[config.mk]
export PLATFORM = sky130hd
export DESIGN_NAME = line_follower_mode_sequencer
export DESIGN_NICKNAME = d
export VERILOG_FILES = /design/src/design/lfms_pkg.sv /design/src/design/lfms_cfg.sv /design/src/design/lfms_step.sv /design/src/design/lfms_seq.sv /design/src/design/line_follower_mode_sequencer.sv
export SDC_FILE = /design/constraint.sdc
export NUM_CORES = 1
export LEC_CHECK = 0
export BUFFER_PORTS_ARGS = -buffer_cell sky130_fd_sc_hd__buf_4
export CAP_MARGIN = 20
export CORE_MARGIN = 3
export CORE_UTILIZATION = 40
export CTS_CLUSTER_DIAMETER = 100
export DETAILED_ROUTE_END_ITERATION = 12
export PLACE_DENSITY_LB_ADDON = 0.12
export SETUP_SLACK_MARGIN = 0.4
export SLEW_MARGIN = 30
export SYNTH_ARGS = -nofsm -noshare
export SYNTH_HDL_FRONTEND = slang
export SYNTH_HIERARCHICAL = 1
export SYNTH_SLANG_ARGS = --single-unit
[constraint.sdc]
create_clock -name i_clk -period 6.85 [get_ports i_clk]
set_clock_uncertainty 0.15 [all_clocks]
set_input_delay 1.0275 -clock i_clk [delete_from_list [all_inputs] [get_ports i_clk]]
set_output_delay 1.0275 -clock i_clk [all_outputs]
set_load 0.02 [all_outputs]
[src/design/lfms_pkg.sv]
`timescale 1ns / 1ps
// ----------------------------------------------------------------------------
// lfms_pkg
// Shared types, codes and constants for the line follower mode sequencer.
// ----------------------------------------------------------------------------
package lfms_pkg;

    // Fixed timeouts in milliseconds.
    localparam logic [31:0] CURVE_TIMEOUT_MS  = 32'd250;
    localparam logic [31:0] LOST_TIMEOUT_MS   = 32'd600;
    localparam logic [31:0] HWTEST_TIMEOUT_MS = 32'd3000;

    // Configuration reset values.
    localparam logic [15:0] FAN_DELAY_RESET    = 16'd300;
    localparam logic [31:0] FINISH_MIN_RESET   = 32'd1000;
    localparam logic [11:0] CRUISE_SPEED_RESET = 12'd500;

    // Bit positions of the latched requests.
    localparam int REQ_STOP   = 0;
    localparam int REQ_ARM    = 1;
    localparam int REQ_DISARM = 2;
    localparam int REQ_START  = 3;

    // Bit positions of the sticky fault flags.
    localparam int FLT_SENSOR = 0;
    localparam int FLT_CONFIG = 1;
    localparam int FLT_HWTO   = 2;

    // Item opcodes.
    typedef enum logic [2:0] {
        OP_TICK      = 3'd0,
        OP_STOP      = 3'd1,
        OP_ARM       = 3'd2,
        OP_DISARM    = 3'd3,
        OP_START     = 3'd4,
        OP_HWTEST    = 3'd5,
        OP_CAL_BEGIN = 3'd6,
        OP_CAL_END   = 3'd7
    } t_opcode;

    // Configuration register indexes.
    typedef enum logic [1:0] {
        CFG_FAN_DELAY    = 2'd0,
        CFG_FINISH_MIN   = 2'd1,
        CFG_CRUISE_SPEED = 2'd2
    } t_cfg_idx;

    // Operating modes, one-hot.
    typedef enum logic [14:0] {
        MODE_BOOT      = 15'b000000000000001,
        MODE_SELF_TEST = 15'b000000000000010,
        MODE_IDLE      = 15'b000000000000100,
        MODE_CAL       = 15'b000000000001000,
        MODE_READY     = 15'b000000000010000,
        MODE_ARMED     = 15'b000000000100000,
        MODE_SPINUP    = 15'b000000001000000,
        MODE_RUNNING   = 15'b000000010000000,
        MODE_CROSSING  = 15'b000000100000000,
        MODE_CURVE     = 15'b000001000000000,
        MODE_LOST      = 15'b000010000000000,
        MODE_FINISH    = 15'b000100000000000,
        MODE_SAFE_STOP = 15'b001000000000000,
        MODE_HWTEST    = 15'b010000000000000,
        MODE_ERROR     = 15'b100000000000000
    } t_mode;

    // Reported mode numbers.
    localparam logic [3:0] CODE_BOOT      = 4'd0;
    localparam logic [3:0] CODE_SELF_TEST = 4'd1;
    localparam logic [3:0] CODE_IDLE      = 4'd2;
    localparam logic [3:0] CODE_CAL       = 4'd3;
    localparam logic [3:0] CODE_READY     = 4'd4;
    localparam logic [3:0] CODE_ARMED     = 4'd5;
    localparam logic [3:0] CODE_SPINUP    = 4'd6;
    localparam logic [3:0] CODE_RUNNING   = 4'd7;
    localparam logic [3:0] CODE_CROSSING  = 4'd8;
    localparam logic [3:0] CODE_CURVE     = 4'd9;
    localparam logic [3:0] CODE_LOST      = 4'd10;
    localparam logic [3:0] CODE_FINISH    = 4'd11;
    localparam logic [3:0] CODE_SAFE_STOP = 4'd12;
    localparam logic [3:0] CODE_HWTEST    = 4'd13;
    localparam logic [3:0] CODE_ERROR     = 4'd14;

    typedef enum logic [2:0] {
        MOTOR_HOLD  = 3'd0,
        MOTOR_BRAKE = 3'd1,
        MOTOR_COAST = 3'd2,
        MOTOR_PID   = 3'd3,
        MOTOR_SPIN  = 3'd4
    } t_motor_cmd;

    typedef enum logic [1:0] {
        FAN_HOLD = 2'd0,
        FAN_OFF  = 2'd1,
        FAN_RAMP = 2'd2,
        FAN_RUN  = 2'd3
    } t_fan_cmd;

    typedef struct packed {
        logic [15:0] fan_delay_ms;
        logic [31:0] finish_min_run_ms;
        logic [11:0] cruise_speed;
    } t_cfg;

    typedef struct packed {
        t_opcode     opcode;
        logic [31:0] now_ms;
        logic        check_ok;
        logic        critical_fault;
        logic        crossing_seen;
        logic        loss_confirmed;
        logic        right_marker;
        logic        left_curve;
        logic        line_present;
        logic        line_missing;
        logic        error_negative;
    } t_item;

    typedef struct packed {
        t_mode       mode;
        logic [31:0] enter_time;
        logic [31:0] run_start_time;
        logic [2:0]  fault;
        logic [3:0]  pending;
    } t_state;

    typedef struct packed {
        logic [3:0]         mode;
        t_motor_cmd         motor_cmd;
        t_fan_cmd           fan_cmd;
        logic               pid_clear;
        logic               hold_integral;
        logic signed [11:0] left_drive;
        logic signed [11:0] right_drive;
        logic [2:0]         fault_bits;
        logic               accepted;
        logic               take_cal_sample;
    } t_result;

    // Reported number of a one-hot mode; anything else reads as error.
    function automatic logic [3:0] mode_code(input t_mode m);
        logic [3:0] c;
        case (m)
            MODE_BOOT:      c = CODE_BOOT;
            MODE_SELF_TEST: c = CODE_SELF_TEST;
            MODE_IDLE:      c = CODE_IDLE;
            MODE_CAL:       c = CODE_CAL;
            MODE_READY:     c = CODE_READY;
            MODE_ARMED:     c = CODE_ARMED;
            MODE_SPINUP:    c = CODE_SPINUP;
            MODE_RUNNING:   c = CODE_RUNNING;
            MODE_CROSSING:  c = CODE_CROSSING;
            MODE_CURVE:     c = CODE_CURVE;
            MODE_LOST:      c = CODE_LOST;
            MODE_FINISH:    c = CODE_FINISH;
            MODE_SAFE_STOP: c = CODE_SAFE_STOP;
            MODE_HWTEST:    c = CODE_HWTEST;
            default:        c = CODE_ERROR;
        endcase
        return c;
    endfunction

endpackage

[src/design/lfms_cfg.sv]
`timescale 1ns / 1ps
// ----------------------------------------------------------------------------
// lfms_cfg
// Configuration register file: fan delay, minimum run time and base speed.
// ----------------------------------------------------------------------------
module lfms_cfg
    import lfms_pkg::*;
(
    input  logic        i_clk,
    input  logic        i_rst_n,
    input  logic        i_cfg_valid,
    output logic        o_cfg_ready,
    input  logic [1:0]  i_cfg_index,
    input  logic [31:0] i_cfg_data,
    output t_cfg        o_cfg
);

    t_cfg r_cfg;
    t_cfg n_cfg;

    // Writes are always taken; an index past the list is dropped.
    assign o_cfg_ready = 1'b1;

    // Decode the write transaction into the addressed register.
    always_comb begin
        n_cfg = r_cfg;
        if (i_cfg_valid) begin
            case (t_cfg_idx'(i_cfg_index))
                CFG_FAN_DELAY:    n_cfg.fan_delay_ms      = i_cfg_data[15:0];
                CFG_FINISH_MIN:   n_cfg.finish_min_run_ms = i_cfg_data;
                CFG_CRUISE_SPEED: n_cfg.cruise_speed      = i_cfg_data[11:0];
                default:          n_cfg = r_cfg;
            endcase
        end
    end

    always_ff @(posedge i_clk) begin
        if (!i_rst_n) begin
            r_cfg.fan_delay_ms      <= FAN_DELAY_RESET;
            r_cfg.finish_min_run_ms <= FINISH_MIN_RESET;
            r_cfg.cruise_speed      <= CRUISE_SPEED_RESET;
        end else begin
            r_cfg <= n_cfg;
        end
    end

    assign o_cfg = r_cfg;

endmodule

[src/design/lfms_step.sv]
`timescale 1ns / 1ps
// ----------------------------------------------------------------------------
// lfms_step
// Next-state and command logic for one transaction: request latching,
// stop and fault override, and one pass through the mode table.
// ----------------------------------------------------------------------------
module lfms_step
    import lfms_pkg::*;
(
    input  t_cfg    i_cfg,
    input  t_item   i_item,
    input  t_state  i_state,
    output t_state  o_state,
    output t_result o_result
);

    logic               w_is_tick;
    logic               w_stop_hit;
    t_mode              w_m0;
    t_mode              w_m1;
    logic [31:0]        w_e0;
    logic [31:0]        w_age;
    logic [31:0]        w_run_age;
    logic               w_safe;
    logic [3:0]         w_pend;
    logic [2:0]         w_fault;
    logic [10:0]        w_half;
    logic signed [11:0] w_pos;
    logic signed [11:0] w_neg;

    // Stop override happens before the table; it restarts the mode timer unless the mode is already safe stop.
    assign w_is_tick  = (i_item.opcode == OP_TICK);
    assign w_stop_hit = w_is_tick && (i_state.pending[REQ_STOP] || i_item.critical_fault);
    assign w_m0       = w_stop_hit ? MODE_SAFE_STOP : i_state.mode;
    assign w_e0       = (w_stop_hit && (i_state.mode != MODE_SAFE_STOP))
                        ? i_item.now_ms : i_state.enter_time;
    assign w_age      = i_item.now_ms - w_e0;
    assign w_run_age  = i_item.now_ms - i_state.run_start_time;

    // Spin search targets are plus and minus half the base speed.
    assign w_half = i_cfg.cruise_speed[11:1];
    assign w_pos  = signed'({1'b0, w_half});
    assign w_neg  = -w_pos;

    // Mode table and request handling.
    always_comb begin
        w_m1     = w_m0;
        w_safe   = 1'b0;
        w_pend   = i_state.pending;
        w_fault  = i_state.fault;
        o_result = '0;
        o_state  = i_state;

        case (i_item.opcode)
            OP_STOP:   w_pend[REQ_STOP]   = 1'b1;
            OP_ARM:    w_pend[REQ_ARM]    = 1'b1;
            OP_DISARM: w_pend[REQ_DISARM] = 1'b1;
            OP_START:  w_pend[REQ_START]  = 1'b1;
            OP_HWTEST: begin
                if ((i_state.mode == MODE_IDLE) || (i_state.mode == MODE_READY)) begin
                    w_m1              = MODE_HWTEST;
                    o_result.accepted = 1'b1;
                end
            end
            OP_CAL_BEGIN: w_m1 = MODE_CAL;
            OP_CAL_END: begin
                if (i_item.check_ok) begin
                    w_m1 = MODE_READY;
                end else begin
                    w_fault[FLT_SENSOR] = 1'b1;
                    w_m1                = MODE_ERROR;
                end
            end
            OP_TICK: begin
                if (w_stop_hit) begin
                    w_pend[REQ_STOP] = 1'b0;
                end
                case (w_m0)
                    MODE_BOOT: begin
                        w_safe = 1'b1;
                        w_m1   = MODE_SELF_TEST;
                    end
                    MODE_SELF_TEST: begin
                        if (!i_item.check_ok) begin
                            w_fault[FLT_CONFIG] = 1'b1;
                            w_m1                = MODE_ERROR;
                        end else begin
                            w_m1 = MODE_IDLE;
                        end
                    end
                    MODE_IDLE: begin
                        w_safe = 1'b1;
                        if (w_pend[REQ_ARM]) begin
                            w_pend[REQ_ARM] = 1'b0;
                            w_m1            = MODE_ARMED;
                        end
                    end
                    MODE_CAL: begin
                        o_result.take_cal_sample = 1'b1;
                        o_result.motor_cmd       = MOTOR_COAST;
                        o_result.fan_cmd         = FAN_OFF;
                    end
                    MODE_READY: begin
                        o_result.motor_cmd = MOTOR_COAST;
                        o_result.fan_cmd   = FAN_OFF;
                        if (w_pend[REQ_ARM]) begin
                            w_pend[REQ_ARM] = 1'b0;
                            w_m1            = MODE_ARMED;
                        end
                    end
                    MODE_ARMED: begin
                        o_result.motor_cmd = MOTOR_COAST;
                        if (w_pend[REQ_DISARM]) begin
                            w_pend[REQ_DISARM] = 1'b0;
                            w_m1               = MODE_READY;
                        end else if (w_pend[REQ_START] || i_item.right_marker) begin
                            w_pend[REQ_START] = 1'b0;
                            w_m1              = MODE_SPINUP;
                        end
                    end
                    MODE_SPINUP: begin
                        o_result.fan_cmd   = FAN_RAMP;
                        o_result.motor_cmd = MOTOR_COAST;
                        if (w_age >= {16'd0, i_cfg.fan_delay_ms}) begin
                            o_state.run_start_time = i_item.now_ms;
                            w_m1                   = MODE_RUNNING;
                        end
                    end
                    MODE_RUNNING: begin
                        o_result.fan_cmd = FAN_RUN;
                        if (i_item.crossing_seen) begin
                            w_m1 = MODE_CROSSING;
                        end else if (i_item.loss_confirmed) begin
                            w_m1 = MODE_LOST;
                        end else if (i_item.right_marker &&
                                     (w_run_age > i_cfg.finish_min_run_ms)) begin
                            w_m1 = MODE_FINISH;
                        end else if (i_item.left_curve) begin
                            w_m1 = MODE_CURVE;
                        end else begin
                            o_result.motor_cmd = MOTOR_PID;
                        end
                    end
                    MODE_CROSSING: begin
                        o_result.fan_cmd       = FAN_RUN;
                        o_result.motor_cmd     = MOTOR_PID;
                        o_result.hold_integral = 1'b1;
                        if (!i_item.crossing_seen) begin
                            w_m1 = MODE_RUNNING;
                        end
                    end
                    MODE_CURVE: begin
                        o_result.fan_cmd   = FAN_RUN;
                        o_result.motor_cmd = MOTOR_PID;
                        if (i_item.crossing_seen) begin
                            w_m1 = MODE_CROSSING;
                        end else if (i_item.loss_confirmed) begin
                            w_m1 = MODE_LOST;
                        end else if (w_age > CURVE_TIMEOUT_MS) begin
                            w_m1 = MODE_RUNNING;
                        end
                    end
                    MODE_LOST: begin
                        o_result.fan_cmd     = FAN_RUN;
                        o_result.motor_cmd   = MOTOR_SPIN;
                        o_result.left_drive  = i_item.error_negative ? w_neg : w_pos;
                        o_result.right_drive = i_item.error_negative ? w_pos : w_neg;
                        if (i_item.line_present && !i_item.line_missing) begin
                            w_m1 = MODE_RUNNING;
                        end else if (w_age > LOST_TIMEOUT_MS) begin
                            w_m1 = MODE_SAFE_STOP;
                        end
                    end
                    MODE_FINISH: begin
                        w_safe = 1'b1;
                        w_m1   = MODE_SAFE_STOP;
                    end
                    MODE_SAFE_STOP: begin
                        w_safe = 1'b1;
                        if (w_pend[REQ_DISARM]) begin
                            w_pend[REQ_DISARM] = 1'b0;
                            w_fault            = '0;
                            w_m1               = MODE_IDLE;
                        end
                    end
                    MODE_HWTEST: begin
                        if (w_age > HWTEST_TIMEOUT_MS) begin
                            w_fault[FLT_HWTO] = 1'b1;
                            w_m1              = MODE_SAFE_STOP;
                        end
                    end
                    default: w_safe = 1'b1;
                endcase
            end
            default: w_m1 = w_m0;
        endcase

        // Safe outputs override whatever the row chose.
        if (w_safe) begin
            o_result.motor_cmd = MOTOR_BRAKE;
            o_result.fan_cmd   = FAN_OFF;
            o_result.pid_clear = 1'b1;
        end

        o_result.mode       = mode_code(w_m1);
        o_result.fault_bits = w_fault;

        // The entry time reloads only on a real change of mode.
        o_state.mode       = w_m1;
        o_state.enter_time = (w_m1 != w_m0) ? i_item.now_ms : w_e0;
        o_state.pending    = w_pend;
        o_state.fault      = w_fault;
    end

endmodule

[src/design/lfms_seq.sv]
`timescale 1ns / 1ps
// ----------------------------------------------------------------------------
// lfms_seq
// Input register, sequencer state and result register around the step logic.
// ----------------------------------------------------------------------------
module lfms_seq
    import lfms_pkg::*;
(
    input  logic    i_clk,
    input  logic    i_rst_n,
    input  t_cfg    i_cfg,
    input  logic    i_in_valid,
    output logic    o_in_ready,
    input  t_item   i_item,
    output logic    o_out_valid,
    input  logic    i_out_ready,
    output t_result o_result
);

    logic    r_in_valid;
    t_item   r_in;
    t_state  r_state;
    t_state  n_state;
    logic    r_out_valid;
    t_result r_res;
    t_result n_res;
    logic    w_fire;

    // The registered item is processed when the result slot is free or draining.
    assign w_fire     = r_in_valid && (!r_out_valid || i_out_ready);
    assign o_in_ready = !r_in_valid || w_fire;

    lfms_step u_step (
        .i_cfg    (i_cfg),
        .i_item   (r_in),
        .i_state  (r_state),
        .o_state  (n_state),
        .o_result (n_res)
    );

    // Input register.
    always_ff @(posedge i_clk) begin
        if (!i_rst_n) begin
            r_in_valid <= 1'b0;
        end else if (o_in_ready) begin
            r_in_valid <= i_in_valid;
        end
    end

    always_ff @(posedge i_clk) begin
        if (o_in_ready && i_in_valid) begin
            r_in <= i_item;
        end
    end

    // Sequencer state advances once per processed transaction.
    always_ff @(posedge i_clk) begin
        if (!i_rst_n) begin
            r_state.mode           <= MODE_BOOT;
            r_state.enter_time     <= '0;
            r_state.run_start_time <= '0;
            r_state.fault          <= '0;
            r_state.pending        <= '0;
        end else if (w_fire) begin
            r_state <= n_state;
        end
    end

    // Result register.
    always_ff @(posedge i_clk) begin
        if (!i_rst_n) begin
            r_out_valid <= 1'b0;
        end else if (w_fire) begin
            r_out_valid <= 1'b1;
        end else if (i_out_ready) begin
            r_out_valid <= 1'b0;
        end
    end

    always_ff @(posedge i_clk) begin
        if (w_fire) begin
            r_res <= n_res;
        end
    end

    assign o_out_valid = r_out_valid;
    assign o_result    = r_res;

    // State only moves when a transaction is processed.
    a_state_hold: assert property (@(posedge i_clk) disable iff (!i_rst_n)
        !w_fire |=> $stable(r_state))
        else $error("sequencer state changed without a transaction");

    // A processed transaction always leaves a result behind.
    a_fire_result: assert property (@(posedge i_clk) disable iff (!i_rst_n)
        w_fire |=> r_out_valid)
        else $error("processed transaction produced no result");

    // Fault flags are cleared only by a tick.
    a_fault_sticky: assert property (@(posedge i_clk) disable iff (!i_rst_n)
        (w_fire && (r_in.opcode != OP_TICK)) |=>
        ((r_state.fault & $past(r_state.fault)) == $past(r_state.fault)))
        else $error("fault flag cleared by a request");

    // An accepted hardware test always reports the hardware test mode.
    a_accept_mode: assert property (@(posedge i_clk) disable iff (!i_rst_n)
        (r_out_valid && r_res.accepted) |-> (r_res.mode == CODE_HWTEST))
        else $error("hardware test accepted without entering the mode");

    // Drive targets are zero unless spin search is commanded.
    a_drive_zero: assert property (@(posedge i_clk) disable iff (!i_rst_n)
        (r_out_valid && (r_res.motor_cmd != MOTOR_SPIN)) |->
        ((r_res.left_drive == '0) && (r_res.right_drive == '0)))
        else $error("drive target set outside spin search");

endmodule

[src/design/line_follower_mode_sequencer.sv]
`timescale 1ns / 1ps
// ----------------------------------------------------------------------------
// line_follower_mode_sequencer
// Supervisory mode sequencer for a line-following robot. Each transaction is
// a control tick or a request and yields one motor, fan and PID command.
// ----------------------------------------------------------------------------
//  Channel   Direction  Handshake                   Payload
//  input     in         i_in_valid / o_in_ready     opcode, time, sensor flags
//  output    out        o_out_valid / i_out_ready   mode, commands, faults
//  config    in         i_cfg_valid / o_cfg_ready   register index, write data
//
//  One transaction per cycle is sustained while the output is not stalled; a result passes
//  through the input register, then the result register, before it is valid.
//  The mode table is one level of compare-and-select logic on the state.
//  Reset is synchronous and active low and returns the mode to boot.
//  A stalled output holds its result while the input register keeps one more
//  transaction; the input stalls only when both are occupied.
// ----------------------------------------------------------------------------
module line_follower_mode_sequencer
    import lfms_pkg::*;
(
    input  logic               i_clk,
    input  logic               i_rst_n,
    // Configuration write channel.
    input  logic               i_cfg_valid,
    output logic               o_cfg_ready,
    input  logic [1:0]         i_cfg_index,
    input  logic [31:0]        i_cfg_data,
    // Input channel.
    input  logic               i_in_valid,
    output logic               o_in_ready,
    input  logic [2:0]         i_opcode,
    input  logic [31:0]        i_now_ms,
    input  logic               i_check_ok,
    input  logic               i_critical_fault,
    input  logic               i_crossing_seen,
    input  logic               i_loss_confirmed,
    input  logic               i_right_marker,
    input  logic               i_left_curve,
    input  logic               i_line_present,
    input  logic               i_line_missing,
    input  logic               i_error_negative,
    // Output channel.
    output logic               o_out_valid,
    input  logic               i_out_ready,
    output logic [3:0]         o_mode,
    output logic [2:0]         o_motor_cmd,
    output logic [1:0]         o_fan_cmd,
    output logic               o_pid_clear,
    output logic               o_hold_integral,
    output logic signed [11:0] o_left_drive,
    output logic signed [11:0] o_right_drive,
    output logic [2:0]         o_fault_bits,
    output logic               o_accepted,
    output logic               o_take_cal_sample
);

    t_cfg    w_cfg;
    t_item   w_item;
    t_result w_result;

    lfms_cfg u_cfg (
        .i_clk       (i_clk),
        .i_rst_n     (i_rst_n),
        .i_cfg_valid (i_cfg_valid),
        .o_cfg_ready (o_cfg_ready),
        .i_cfg_index (i_cfg_index),
        .i_cfg_data  (i_cfg_data),
        .o_cfg       (w_cfg)
    );

    // Gather the input fields into one item.
    always_comb begin
        w_item.opcode         = t_opcode'(i_opcode);
        w_item.now_ms         = i_now_ms;
        w_item.check_ok       = i_check_ok;
        w_item.critical_fault = i_critical_fault;
        w_item.crossing_seen  = i_crossing_seen;
        w_item.loss_confirmed = i_loss_confirmed;
        w_item.right_marker   = i_right_marker;
        w_item.left_curve     = i_left_curve;
        w_item.line_present   = i_line_present;
        w_item.line_missing   = i_line_missing;
        w_item.error_negative = i_error_negative;
    end

    lfms_seq u_seq (
        .i_clk       (i_clk),
        .i_rst_n     (i_rst_n),
        .i_cfg       (w_cfg),
        .i_in_valid  (i_in_valid),
        .o_in_ready  (o_in_ready),
        .i_item      (w_item),
        .o_out_valid (o_out_valid),
        .i_out_ready (i_out_ready),
        .o_result    (w_result)
    );

    // Spread the result over the output ports.
    assign o_mode            = w_result.mode;
    assign o_motor_cmd       = w_result.motor_cmd;
    assign o_fan_cmd         = w_result.fan_cmd;
    assign o_pid_clear       = w_result.pid_clear;
    assign o_hold_integral   = w_result.hold_integral;
    assign o_left_drive      = w_result.left_drive;
    assign o_right_drive     = w_result.right_drive;
    assign o_fault_bits      = w_result.fault_bits;
    assign o_accepted        = w_result.accepted;
    assign o_take_cal_sample = w_result.take_cal_sample;

endmodule
### Word level (Yosys, flattened, before mapping)

Index checks and enable logic that the tools add are counted.

* add/sub/neg operators: 3
* magnitude comparators: 5
* bitwise gates (word level): 2
* multiplexer cells: 61
* equal/unequal tests: 47
* reductions and logical operators: 40

Operators with widths (number)
* $mux W15: 20
* $pmux W15 S12: 1
* $mux W32: 2
* $sub A32 B32 Y32: 2
* $pmux W15 S4: 1
* $pmux W4 S14: 1
* $eq A15 B3 Y1 const B: 3
* $eq A15 B5 Y1 const B: 3
* $ge A32 B16 Y1: 1
* $gt A32 B10 Y1 const B: 1
* $gt A32 B12 Y1 const B: 1
* $gt A32 B32 Y1: 1
* $gt A32 B8 Y1 const B: 1
* $eq A15 B1 Y1 const B: 2
* $eq A15 B10 Y1 const B: 2
* $eq A15 B11 Y1 const B: 2
* $eq A15 B12 Y1 const B: 2
* $eq A15 B13 Y1 const B: 2
* $eq A15 B14 Y1 const B: 2
* $eq A15 B2 Y1 const B: 2
* $eq A15 B4 Y1 const B: 2
* $eq A15 B6 Y1 const B: 2
* $eq A15 B7 Y1 const B: 2
* $eq A15 B8 Y1 const B: 2
* 33 further kinds: 98

* bits in registers: 232
* output and inout port bits: 43

### Logic depth before layout (Yosys ltp)

Gate-level depths: netlist of the first run.

* word-level depth: 13
* depth in mapped cells: 39
* gate-level depth less buffers: 37

### Cells and area by module

The synthesis of the first run kept the hierarchy.

By module, submodules not included
* lfms_step: cells each 1475, instances 1, area an instance 9560.4 um^2
* lfms_seq: cells each 466, instances 1, area an instance 6024.5 um^2
* lfms_cfg: cells each 242, instances 1, area an instance 2403.6 um^2

### Least setup slack after synthesis of the first run

Ideal clock, no wire load.

* path type: reg-to-reg
* from: register u_seq/r_in[42] in the netlist's numbering
* to: register u_seq.r_res (netlist bit u_seq/o_result[37]) (data pin)
* required time: 6.439 ns
* data arrival time: 7.098 ns
* cell stages (with the launch flop): 30
* slack: -0.659 ns
* cells stage by stage: edfxtp_1 buf_2 nor3_2 nand2_1 nor2_2 buf_2 buf_1 mux2i_1 ha_1 clkbuf_1 o2111ai_1 and3_1 a311o_1 a21o_1 and2_4 xnor2_2 ha_1 a21o_1 a211oi_1 a21oi_1 a2111oi_0 nand3b_1 nor4_2 o21ai_0 a311o_1 a21oi_2 nand4b_2 nor4_4 nor2_1 a221o_1

RTL lines
* start: declaration: RTL line lfms_seq.sv:21 `t_item r_in;`
* start signal: assignment: RTL line lfms_seq.sv:52 `r_in <= i_item;`
* end signal: assignment: RTL line lfms_seq.sv:82 `r_res <= n_res;`
* end: declaration: RTL line lfms_seq.sv:25 `t_result r_res;`

==> reports/results.ini, run 1 <==
[die]
die_area_mm2 = 0.0475
ios = 126
fp.coreArea_mm2 = 0.0437
fp-row-count = 76
die_width_um = 218
start_util = 0.410
die_h_um = 218

[place]
post-place-cells = 2985
place_ws_ns = -0.572
finalWeightedCongestion = 0.936
portBuffers = 124
dp_hpwl_mm = 43.4

[clocking]
cts_tree = yes
clock_latency_ns = 0.57
cts_htree_levels = 1
cts_made_buffers = 27
clk_transition_reported_paths_ns = 0.06
cts_sinks = 231
cts_hold_buffers = 0
cts_buffer_depth = 3
cts-root-buf = clkbuf_16

[power]
p_per_area_mw_per_mm2 = 191
peakVddDrop_mv = 0.191
p_leak_nw = 9.12

[sta]
tightest_slew_ns = 1.31
finalMaxSlewViolations = 0
rsz0062_at_grt = yes
setup_ws_ns = -0.0947
fin_crit_sh = 1.01
fmax_ghz = 0.144
period_needed_ns = 6.94
hold_violations = 0
hold_ws_ns = 0.301
setup_viol = 34
max_slew_margin = 0.118

[global_route]
grt_max_degree = 126
grt_pass1_vias = 16200
use_met2 = 0.412
grt_pass1_wl_mm = 90.0
use_met1 = 0.313
busiest_layer = met2
grt_usage = 0.236
met3_usage = 0.0234
antenna_found_initial = 0
grt-ovfl-total = 0

[cells_and_area]
final_cells = 3075
drive_gt1_frac = 0.252
final_core_util = 0.518
syn2layout_area_growth_pct = 26.2
antennaDiodeCount = 0
final_nets = 2658
fillers = 4245

[logic_synthesis]
syn_area_mm2 = 0.0180
yosysWarnings = 6
syn_avg_cell_area_um2 = 8.24
synthCells = 2180
synth_nets = 2369

[setup_path]
worst_path_max_delay_cell = edfxtp_1
cp-start-kind = flip-flop
crit_fanout = 8
arrival_ns = 7.19
crit_top_cell = a21o_1
worstSetupPathType = flip-flop to flip-flop
max_stage_delay_ns = 0.36
cp_data_required_time_ns = 7.10
endpoint_kind = flip-flop

[drt]
dr_total_vias = 16900
ant_nets = 0
wl_mm = 58.4
drtIter0Drc = 1118
dr.pass1.iters = 5
wl_per_cell_um = 19.0
via_per_inst = 5.49
drc = 0

[flow_run]
drv_cap = 0

[status]
outcome = finished, violations left
violations = setup timing

[worst_hold_path]
hp-class = flip-flop to flip-flop

cell usage in the layout (no fill, tap or decap), types with 8 or more instances in the layout:
master,count
xnor2_1,49
nand4b_1,8
o211ai_1,16
nand4_1,25
o21ai_0,82
clkbuf_8,8
o2111ai_1,10
nand2b_1,24
nor2b_1,44
nor3_1,42
nor2_1,107
o21a_1,18
clkbuf_16,30
o21ai_2,15
and3_1,15
buf_4,370
mux2i_1,168
or3_1,15
nand3_1,37
and2_1,11
inv_1,136
a21oi_1,96
a21oi_2,17
nand2_1,395
or2_2,11
nor4_1,10
ha_1,100
o21ai_1,26
xor2_1,29
a211oi_1,10
edfxtp_1,84
nand2_2,16
a31oi_1,10
a21o_1,35
dfxtp_1,144
a211oi_2,9
layout make-up:
type	instances	area, um2	area share
multi-input combinational	1687	12000	0.531
sequential	231	5470	0.241
timing repair buffer	380	2940	0.130
clock buffer	40	837	0.0369
tap	585	732	0.0323
inverter	142	533	0.0235
clock inverter	10	109	0.00480
per-layer routing:
| metal | share of wire | routed length (um) |
|---|---|---|
| met3 | 0.044 | 2560 |
| met5 | 0 | 0 |
| met4 | 0.028 | 1630 |
| met2 | 0.48 | 27900 |
| met1 | 0.45 | 26300 |
sequential cells by signal, summed over array words and instances (netlist names):
signal             count
u_seq/r_state         86
u_cfg/o_cfg           59
u_seq/r_in_valid       1
u_seq/o_out_valid      1
u_seq/o_result        40
u_seq/r_in            44
worst paths after layout:
check / cells past startpoint / from / slack (ns) / endpoint
max reg2reg: 37 / u_seq/r_in[9] / -0.09 / u_seq/r_state[70]
min reg2reg: 2 / u_seq/r_state[29] / 0.30 / u_seq/r_state[29]
min: 2 / u_seq/r_state[29] / 0.30 / u_seq/r_state[29]
max: 37 / u_seq/r_in[9] / -0.09 / u_seq/r_state[70]
per-stage QoR:
step | area (um2) | TNS (ns) | power, W
finish | 22700 | -1.64 | 0.00432
global route | 22700 | -14.54 | 0.00454
CTS | 22300 | 0 | 0.00431
detailed placement | 20900 | -16.12 | 0.00272
global placement | 20900 | -11.41 | 0.00271
floorplan | 18300 | 0 | 0.00230
what timing repair did:
action	4_1_cts	5_1_grt
cloned	0	3
resized for setup	72	59
pin swaps	53	30
setup buffers	23	14
setup endpoints to repair	52	75
report_power, final:
part,internal (W),switching (W),total (W)
registers,0.00148,0.0000471,0.00152
logic,0.000575,0.000707,0.00128
clock network,0.000919,0.000597,0.00152
total,0.00297,0.00135,0.00432
critical path: cells and delay by family (launching register included):
family	cells	cell delay, ns
xor+xnor	1	0.20
flops	1	0.36
mux	2	0.40
buf+inv	5	0.52
simple gates	5	0.65
compound gates	22	4.03
fa+ha+maj	2	0.45
No activity file was read; power rests on OpenSTA's default activity.
==> inputs of run 2 (changes only) <==
--- a/config.mk
+++ b/config.mk
@@ -16,5 +16,4 @@
 export SLEW_MARGIN = 30
 export SYNTH_ARGS = -nofsm -noshare
 export SYNTH_HDL_FRONTEND = slang
-export SYNTH_HIERARCHICAL = 1
 export SYNTH_SLANG_ARGS = --single-unit
==> run 2 against run 1 <==
The run now ends clean. Hold slack better by 0.0064 ns. Combinational power hardly changed. Non-clock buffer count is 59 lower. Largest power group unchanged.
==> reports/results.ini, run 2 <==
[cells_and_area]
regMostFlops = u_seq.r_state  ; was u_seq/r_state
design_area_mm2 = 0.0205  ; was 0.0227 mm2
drive_gt1_frac = 0.205  ; was 0.252
final_nets = 2466  ; was 2,658
layout_common_cells = nand2_1 (369), buf_4 (307), dfxtp_1 (141), nor2_1 (113), inv_1 (112)  ; was nand2_1 (395), buf_4 (370), mux2i_1 (168), dfxtp_1 (144), inv_1 (136)
syn2layout_area_growth_pct = 23.8  ; was 26.2%
largest_reg_flops = 86  ; unchanged
antennaDiodeCount = 0  ; unchanged
final_core_util = 0.508  ; was 0.518
final_common_cell = nand2_1  ; unchanged

[clocking]
cts_buffer_depth = 3  ; unchanged
clk_transition_reported_paths_ns = 0.07  ; was 0.06 ns
cts_made_buffers = 28  ; was 27
cts-root-buf = clkbuf_16  ; unchanged
clock_latency_ns = 0.57  ; about the same
cts_tree = yes  ; unchanged
cts_htree_levels = 1  ; unchanged
cts_sinks = 230  ; was 231

[sta]
setup_viol = 0  ; was 34
finalMaxSlewViolations = 0  ; unchanged
hold_violations = 0  ; unchanged
period_needed_ns = 6.72  ; was 6.94 ns
max_slew_margin = 0.276  ; was 0.118
setup_ws_ns = 0.134  ; was -0.0947 ns
fmax_ghz = 0.149  ; was 0.144 GHz
tightest_slew_ns = 1.08  ; was 1.31 ns
hold_ws_ns = 0.307  ; was 0.301 ns
fin_crit_sh = 0.980  ; was 1.01
rsz0062_at_grt = yes  ; unchanged

[logic_synthesis]
synthMuxAreaShare = 0.0394
synth_edf_count = 83
yosys.area_share.xor_xnor = 0.0323
synth_ff_type = dfxtp_1
ys_seq_area_frac = 0.329
synth_top_area_cell = dfxtp_1
synth_top_family_by_area = simple AND/OR/NAND/NOR gates
synth_compound_area_frac = 0.231
synth_simple_gate_area_frac = 0.235
syn_avg_cell_area_um2 = 8.16  ; was 8.24 um2
synthCells = 2026  ; was 2,180
ys_seq_elements = 230
synth_area_leaders = dfxtp_1 (18%), edfxtp_1 (15%), nand2_1 (8.5%)
synthTopCellsByCount = nand2_1 (375), dfxtp_1 (147), inv_1 (115)
synth_fa_ha_area_frac = 0.0807
synth.most_common_cell = nand2_1
synth_nets = 2215  ; was 2,369
async_flop_share = 0
syn_area_mm2 = 0.0165  ; was 0.0180 mm2
ys_types = 101
synth.top_cell.area_share = 0.178
yosysWarnings = 0  ; was 6

[die]
fp.coreArea_mm2 = 0.0403  ; was 0.0437 mm2
die_h_um = 209  ; was 218 um
die_width_um = 209  ; was 218 um
ios = 126  ; unchanged
start_util = 0.410  ; about the same
die_area_mm2 = 0.0438  ; was 0.0475 mm2
fp-row-count = 73  ; was 76

[drt]
dr_total_vias = 16000  ; was 16,900
via_per_inst = 5.66  ; was 5.49
dr_wl_met2_mm = 25.9  ; was 27.9 mm
wl_met3_mm = 2.91  ; was 2.56 mm
drtIter0Drc = 1109  ; was 1,118
wl_mm = 55.3  ; was 58.4 mm
drc = 0  ; unchanged
wl_per_cell_um = 19.6  ; was 19.0 um
top_layer = met4  ; unchanged
wl_met1_mm = 25.0  ; was 26.3 mm
ant_nets = 0  ; unchanged
dr.pass1.iters = 6  ; was 5

[power]
pwr-share-clk = 0.328  ; was 0.351
pwr-share-seq = 0.368  ; was 0.352
p_leak_nw = 8.16  ; was 9.12 nW
switchingPower_w = 0.00135  ; about the same
p_per_area_mw_per_mm2 = 203  ; was 191 mW/mm2
peakVddDrop_mv = 0.181  ; was 0.191 mV
power_frac_comb = 0.304  ; was 0.297
swShare = 0.326  ; was 0.313
p_int_w = 0.00279  ; was 0.00297 W

[setup_path]
cp_data_required_time_ns = 7.14  ; was 7.10 ns
r2r-start = u_seq.r_state[80]  ; was u_seq/r_in[9]
worst_path_max_delay_cell = or4_4  ; was edfxtp_1
r2r_end = u_seq.r_state[54]  ; was u_seq/r_state[70]
cp_num_buf_inv = 3  ; was 5
arrival_ns = 7.01  ; was 7.19 ns
critPathTopFamily = compound AO/OA/AOI/OAI gates  ; unchanged
max_stage_delay_ns = 0.61  ; was 0.36 ns
regToRegSetupSlack_ns = 0.13  ; was -0.09 ns
ff2ff_path_depth = 27  ; was 37
crit_fanout = 7  ; was 8
worstSetupPathType = flip-flop to flip-flop  ; unchanged
cp-start-kind = flip-flop  ; unchanged
endpoint_kind = flip-flop  ; unchanged

[global_route]
antenna_found_initial = 0  ; unchanged
grt_pass1_wl_mm = 86.2  ; was 90.0 mm
grt_pass1_vias = 15400  ; was 16,200
grt-ovfl-total = 0  ; unchanged
grt_max_degree = 99  ; was 126
grt_usage = 0.244  ; was 0.236

[place]
place_ws_ns = -0.287  ; was -0.572 ns
portBuffers = 124  ; unchanged
dp_hpwl_mm = 41.9  ; was 43.4 mm
placed_area_mm2 = 0.0190  ; was 0.0209 mm2
finalWeightedCongestion = 0.975  ; was 0.936

[worst_hold_path]
hold_path_end = u_seq.r_state[68]  ; was u_seq/r_state[29]
hold_start = u_seq.r_state[68]  ; was u_seq/r_state[29]
hp-class = flip-flop to flip-flop  ; unchanged
whs_path_depth = 2  ; unchanged

[status]
outcome = completed  ; was finished, violations left

[flow_run]
drv_cap = 0  ; unchanged

run 2: per-stage QoR:
| stage | total power, W | setup TNS, ns | cells |
|---|---|---|---|
| 4_1_cts | 0.00414 | 0 | 2801 |
| 6_report | 0.00414 | 0 | 2823 |
| 2_1_floorplan | 0.00229 | 0 | 2026 |
| 3_5_place_dp | 0.00273 | -8.13 | 2739 |
| 3_3_place_gp | 0.00271 | -3.63 | 2738 |
| 5_1_grt | 0.00436 | -6.30 | 2823 |
run 2: layout make-up:
type / instances / area, um2
fillers: 3921 / 19800
multi-input cells: 1581 / 10600
flip-flops and latches: 230 / 5440
repair buffers: 321 / 2520
clock buffers: 38 / 759
well taps: 525 / 657
inverters: 115 / 432
clock inverters: 13 / 63.8
run 2: tightest hold or removal path, stage by stage, from the launching register on:
cell and delay [ns]:
dfxtp_1 0.31, nand2_1 0.05, mux2i_1 0.05
run 2: power groups by stage:
stage          registers (W)  logic [W]  clock network [W]
2_1_floorplan        0.00155   0.000740                  0
3_3_place_gp         0.00155    0.00116                  0
3_5_place_dp         0.00155    0.00117                  0
4_1_cts              0.00153    0.00121            0.00141
5_1_grt              0.00153    0.00138            0.00146
6_report             0.00153    0.00126            0.00136
run 2: repair_timing:
item	in CTS	in global routing
pin swaps	32	48
setup buffers	10	19
resized for setup	44	39
setup endpoints to repair	38	55
endpoints found under the hold margin	0	0
hold buffers	0	0
gates cloned	1	3
run 2: cells by family after synthesis:
kind of cell,Yosys count
AO/OA/AOI/OAI,537
XOR/XNOR,61
adder cells (fa/ha/maj),106
buffers and inverters,215
flip-flops,230
multiplexers,65
other,1
AND/OR/NAND/NOR,811
run 2: worst max-delay path by stage:
| stage | endpoint | cells after the start | from | slack (ns) |
|---|---|---|---|---|
| 6_report | u_seq.r_state[54] | 27 | u_seq.r_state[80] | 0.13 |
| 5_1_grt | u_seq.r_state[43] | 34 | u_seq.r_in[10] | -0.20 |
| 4_1_cts | u_seq.r_state[58] | 34 | u_seq.r_in[10] | 0.13 |
| 3_5_place_dp | u_seq.r_state[58] | 31 | u_seq.r_in[10] | -0.29 |
| 3_3_place_gp | u_seq.r_state[62] | 31 | u_seq.r_state[8] | -0.13 |
| 2_1_floorplan | u_seq.r_state[41] | 33 | u_seq.r_in[41] | 0.40 |
run 2: layer usage:
metal | vias up | GRT usage
met4 | 0 | 0.0605
li1 | 7812 | -
met1 | 7602 | 0.329
met2 | 463 | 0.418
met3 | 97 | 0.0280
met5 | - | 0
==> inputs of run 3 (changes only) <==
--- a/config.mk
+++ b/config.mk
@@ -12,7 +12,6 @@
 export CTS_CLUSTER_DIAMETER = 100
 export DETAILED_ROUTE_END_ITERATION = 12
 export PLACE_DENSITY_LB_ADDON = 0.12
-export SETUP_SLACK_MARGIN = 0.4
 export SLEW_MARGIN = 30
 export SYNTH_ARGS = -nofsm -noshare
 export SYNTH_HDL_FRONTEND = slang
==> constraint.sdc (replaced) <==
create_clock -name i_clk -period 8.5 [get_ports i_clk]
set_clock_uncertainty 0.15 [all_clocks]
set_input_delay 1.275 -clock i_clk [delete_from_list [all_inputs] [get_ports i_clk]]
set_output_delay 1.275 -clock i_clk [all_outputs]
set_load 0.02 [all_outputs]
==> run 3 against run 2 <==
Count of clock-buffer cells in the layout is 1 higher. Fmax down 14%. Register-to-register slack better by 0.55 ns. Final cell count decreased by 5.5%. Critical path depth is 2 higher. Power shrank 22%. Final area is 7.5% lower. Routed wire length down 3.9%. Critical endpoint is now u_seq.o_result[38]. Highest routed layer unchanged. Critical path type unchanged. Hold slack lost 0.0030 ns. Setup slack improved by 0.55 ns. Non-clock buffer count down 154. Via count shrank 4.9%.
==> reports/results.ini, run 3 (synthesis gave the netlist of run 2 again) <==
[cells_and_area]
layout_common_cells = nand2_1 (375), buf_4 (165), dfxtp_1 (147), nor2_1 (114), inv_1 (114)  ; was nand2_1 (369), buf_4 (307), dfxtp_1 (141), nor2_1 (113), inv_1 (112)
final_nets = 2311  ; was 2,466
seq_area_mm2 = 0.00544  ; about the same
multi_input_area_mm2 = 0.0102  ; was 0.0106 mm2
antennaDiodeCount = 0  ; unchanged
design_area_mm2 = 0.0189  ; was 0.0205 mm2
drive_gt1_frac = 0.122  ; was 0.205
regMostFlops = u_seq.r_state  ; unchanged
final_core_util = 0.470  ; was 0.508
largest_reg_flops = 86  ; unchanged
syn2layout_area_growth_pct = 14.5  ; was 23.8%
final_common_cell = nand2_1  ; unchanged
fillers = 4027  ; was 3,921

[drt]
dr_total_vias = 15200  ; was 16,000
via_per_inst = 5.69  ; was 5.66
drc = 0  ; unchanged
dr.pass1.iters = 6  ; unchanged
ant_nets = 0  ; unchanged
drtIter0Drc = 1176  ; was 1,109
wl_per_cell_um = 19.9  ; was 19.6 um
wl_mm = 53.2  ; was 55.3 mm

[global_route]
use_met1 = 0.319  ; was 0.329
busiest_layer = met2  ; unchanged
grt_max_degree = 92  ; was 99
use_met2 = 0.391  ; was 0.418
grt-ovfl-total = 0  ; unchanged
antenna_found_initial = 0  ; unchanged
met3_usage = 0.0338  ; was 0.0280
grt_pass1_vias = 14700  ; was 15,400
grt_usage = 0.236  ; was 0.244
grt_pass1_wl_mm = 83.3  ; was 86.2 mm

[setup_path]
worstSetupPathType = flip-flop to flip-flop  ; unchanged
crit_top_cell = a21oi_1
arrival_ns = 7.93  ; was 7.01 ns
endpoint_kind = flip-flop  ; unchanged
critPathTopFamily = compound AO/OA/AOI/OAI gates  ; unchanged
cp_data_required_time_ns = 8.62  ; was 7.14 ns
worst_path_max_delay_cell = a2111oi_0  ; was or4_4
crit_fanout = 9  ; was 7
cp-start-kind = flip-flop  ; unchanged
cp_num_buf_inv = 1  ; was 3
max_stage_delay_ns = 0.55  ; was 0.61 ns

[sta]
tightest_slew_ns = 0.887  ; was 1.08 ns
finalSetupTns_ns = 0  ; unchanged
fin_crit_sh = 0.919  ; was 0.980
setup_viol = 0  ; unchanged
rsz0062_at_grt = no  ; was yes
hold_violations = 0  ; unchanged
finalMaxSlewViolations = 0  ; unchanged
max_slew_margin = 0.406  ; was 0.276
period_needed_ns = 7.81  ; was 6.72 ns
fmax_ghz = 0.128  ; was 0.149 GHz

[power]
p_leak_nw = 7.36  ; was 8.16 nW
peakVddDrop_mv = 0.145  ; was 0.181 mV
pwr-share-seq = 0.382  ; was 0.368
p_per_area_mw_per_mm2 = 171  ; was 203 mW/mm2
switchingPower_w = 0.00103  ; was 0.00135 W
p_total_w = 0.00323  ; was 0.00414 W
p_int_w = 0.00221  ; was 0.00279 W
swShare = 0.318  ; was 0.326
pwr-share-clk = 0.356  ; was 0.328
power_frac_comb = 0.262  ; was 0.304

[clocking]
cts_made_buffers = 27  ; was 28
cts_htree_levels = 1  ; unchanged
cts_hold_buffers = 0  ; unchanged
cts_buffer_depth = 3  ; unchanged
clock_latency_ns = 0.55  ; was 0.57 ns
cts_sinks = 230  ; unchanged
cts-root-buf = clkbuf_16  ; unchanged
cts_post_setup_buffers_inserted = 0  ; was 10
clk_transition_reported_paths_ns = 0.06  ; was 0.07 ns
cts_tree = yes  ; unchanged
ctsResizeCount = 0  ; was 44

[place]
dp_hpwl_mm = 40.4  ; was 41.9 mm
portBuffers = 124  ; unchanged
placed_area_mm2 = 0.0180  ; was 0.0190 mm2
finalWeightedCongestion = 0.932  ; was 0.975

[die]
start_util = 0.410  ; unchanged
die_width_um = 209  ; unchanged
fp.coreArea_mm2 = 0.0403  ; unchanged
die_area_mm2 = 0.0438  ; unchanged
ios = 126  ; unchanged
fp-row-count = 73  ; unchanged
die_h_um = 209  ; unchanged

[status]
outcome = completed  ; unchanged

[worst_hold_path]
hp-class = flip-flop to flip-flop  ; unchanged

[flow_run]
drv_cap = 0  ; unchanged

## run 3: cell types whose count changed in the layout (fill, tap and decap cells not counted), moves of 5 or more
cell      change
buf_6         -8
o21ai_0       +8
dfxtp_1       +6
dfxtp_2       -6
a21oi_2       -9
buf_4       -142
a21oi_1      +10
clkbuf_8      +6
nand2_2       -5
nand2_1       +6
clkinv_1      -6
## run 3: power groups by stage
stage,clock network (W),registers [W],logic (W)
after floorplan,0,0.00125,0.000589
after global placement,0,0.00126,0.000829
after detailed placement,0,0.00126,0.000837
after CTS,0.00118,0.00124,0.000843
after global routing,0.00123,0.00124,0.000940
final,0.00115,0.00123,0.000849
## run 3: stage by stage
step | std cells | hold slack, ns | worst slack, ns
final | 2667 | 0.304 | 0.687
after global routing | 2667 | 0.323 | 0.0301
after CTS | 2667 | 0.308 | 0.730
after detailed placement | 2618 | 0.299 | 0.778
after global placement | 2617 | 0.291 | 0.977
after floorplan | 2026 | 0.284 | 1.38
## run 3: cell type report
| class | count | area share |
|---|---|---|
| clock inverter | 10 | 0.00430 |
| timing repair buffer | 167 | 0.0671 |
| inverter | 115 | 0.0228 |
| multi-input combinational | 1581 | 0.541 |
| tap | 525 | 0.0347 |
| sequential | 230 | 0.287 |
| clock buffer | 39 | 0.0424 |
## run 3: worst reg2reg max path: cells and delay by family (launching register included)
| family | cells | cell delay (ns) |
|---|---|---|
| AOI/OAI and AO/OA | 19 | 4.38 |
| and+or+nand+nor | 6 | 1.51 |
| xor gates and xnor gates | 1 | 0.16 |
| adders and majority gates | 2 | 0.63 |
| buffers and inverters | 1 | 0.18 |
| DFF | 1 | 0.51 |
## run 3: routing by layer
metal	wire [um]	share of wire	vias to the layer above
met4	1920	0.036	0
met2	24200	0.45	494
li1	-	-	7498
met5	0	0	-
met1	23900	0.45	7083
met3	3200	0.060	112
## run 3: final timing paths
check               startpoint                  to  slack [ns]  cells past startpoint
max             u_seq.r_in[10]  u_seq.o_result[38]        0.69                     29
min          u_seq.r_state[68]   u_seq.r_state[68]        0.30                      2
max reg2reg     u_seq.r_in[10]  u_seq.o_result[38]        0.69                     29
min reg2reg  u_seq.r_state[68]   u_seq.r_state[68]        0.30                      2
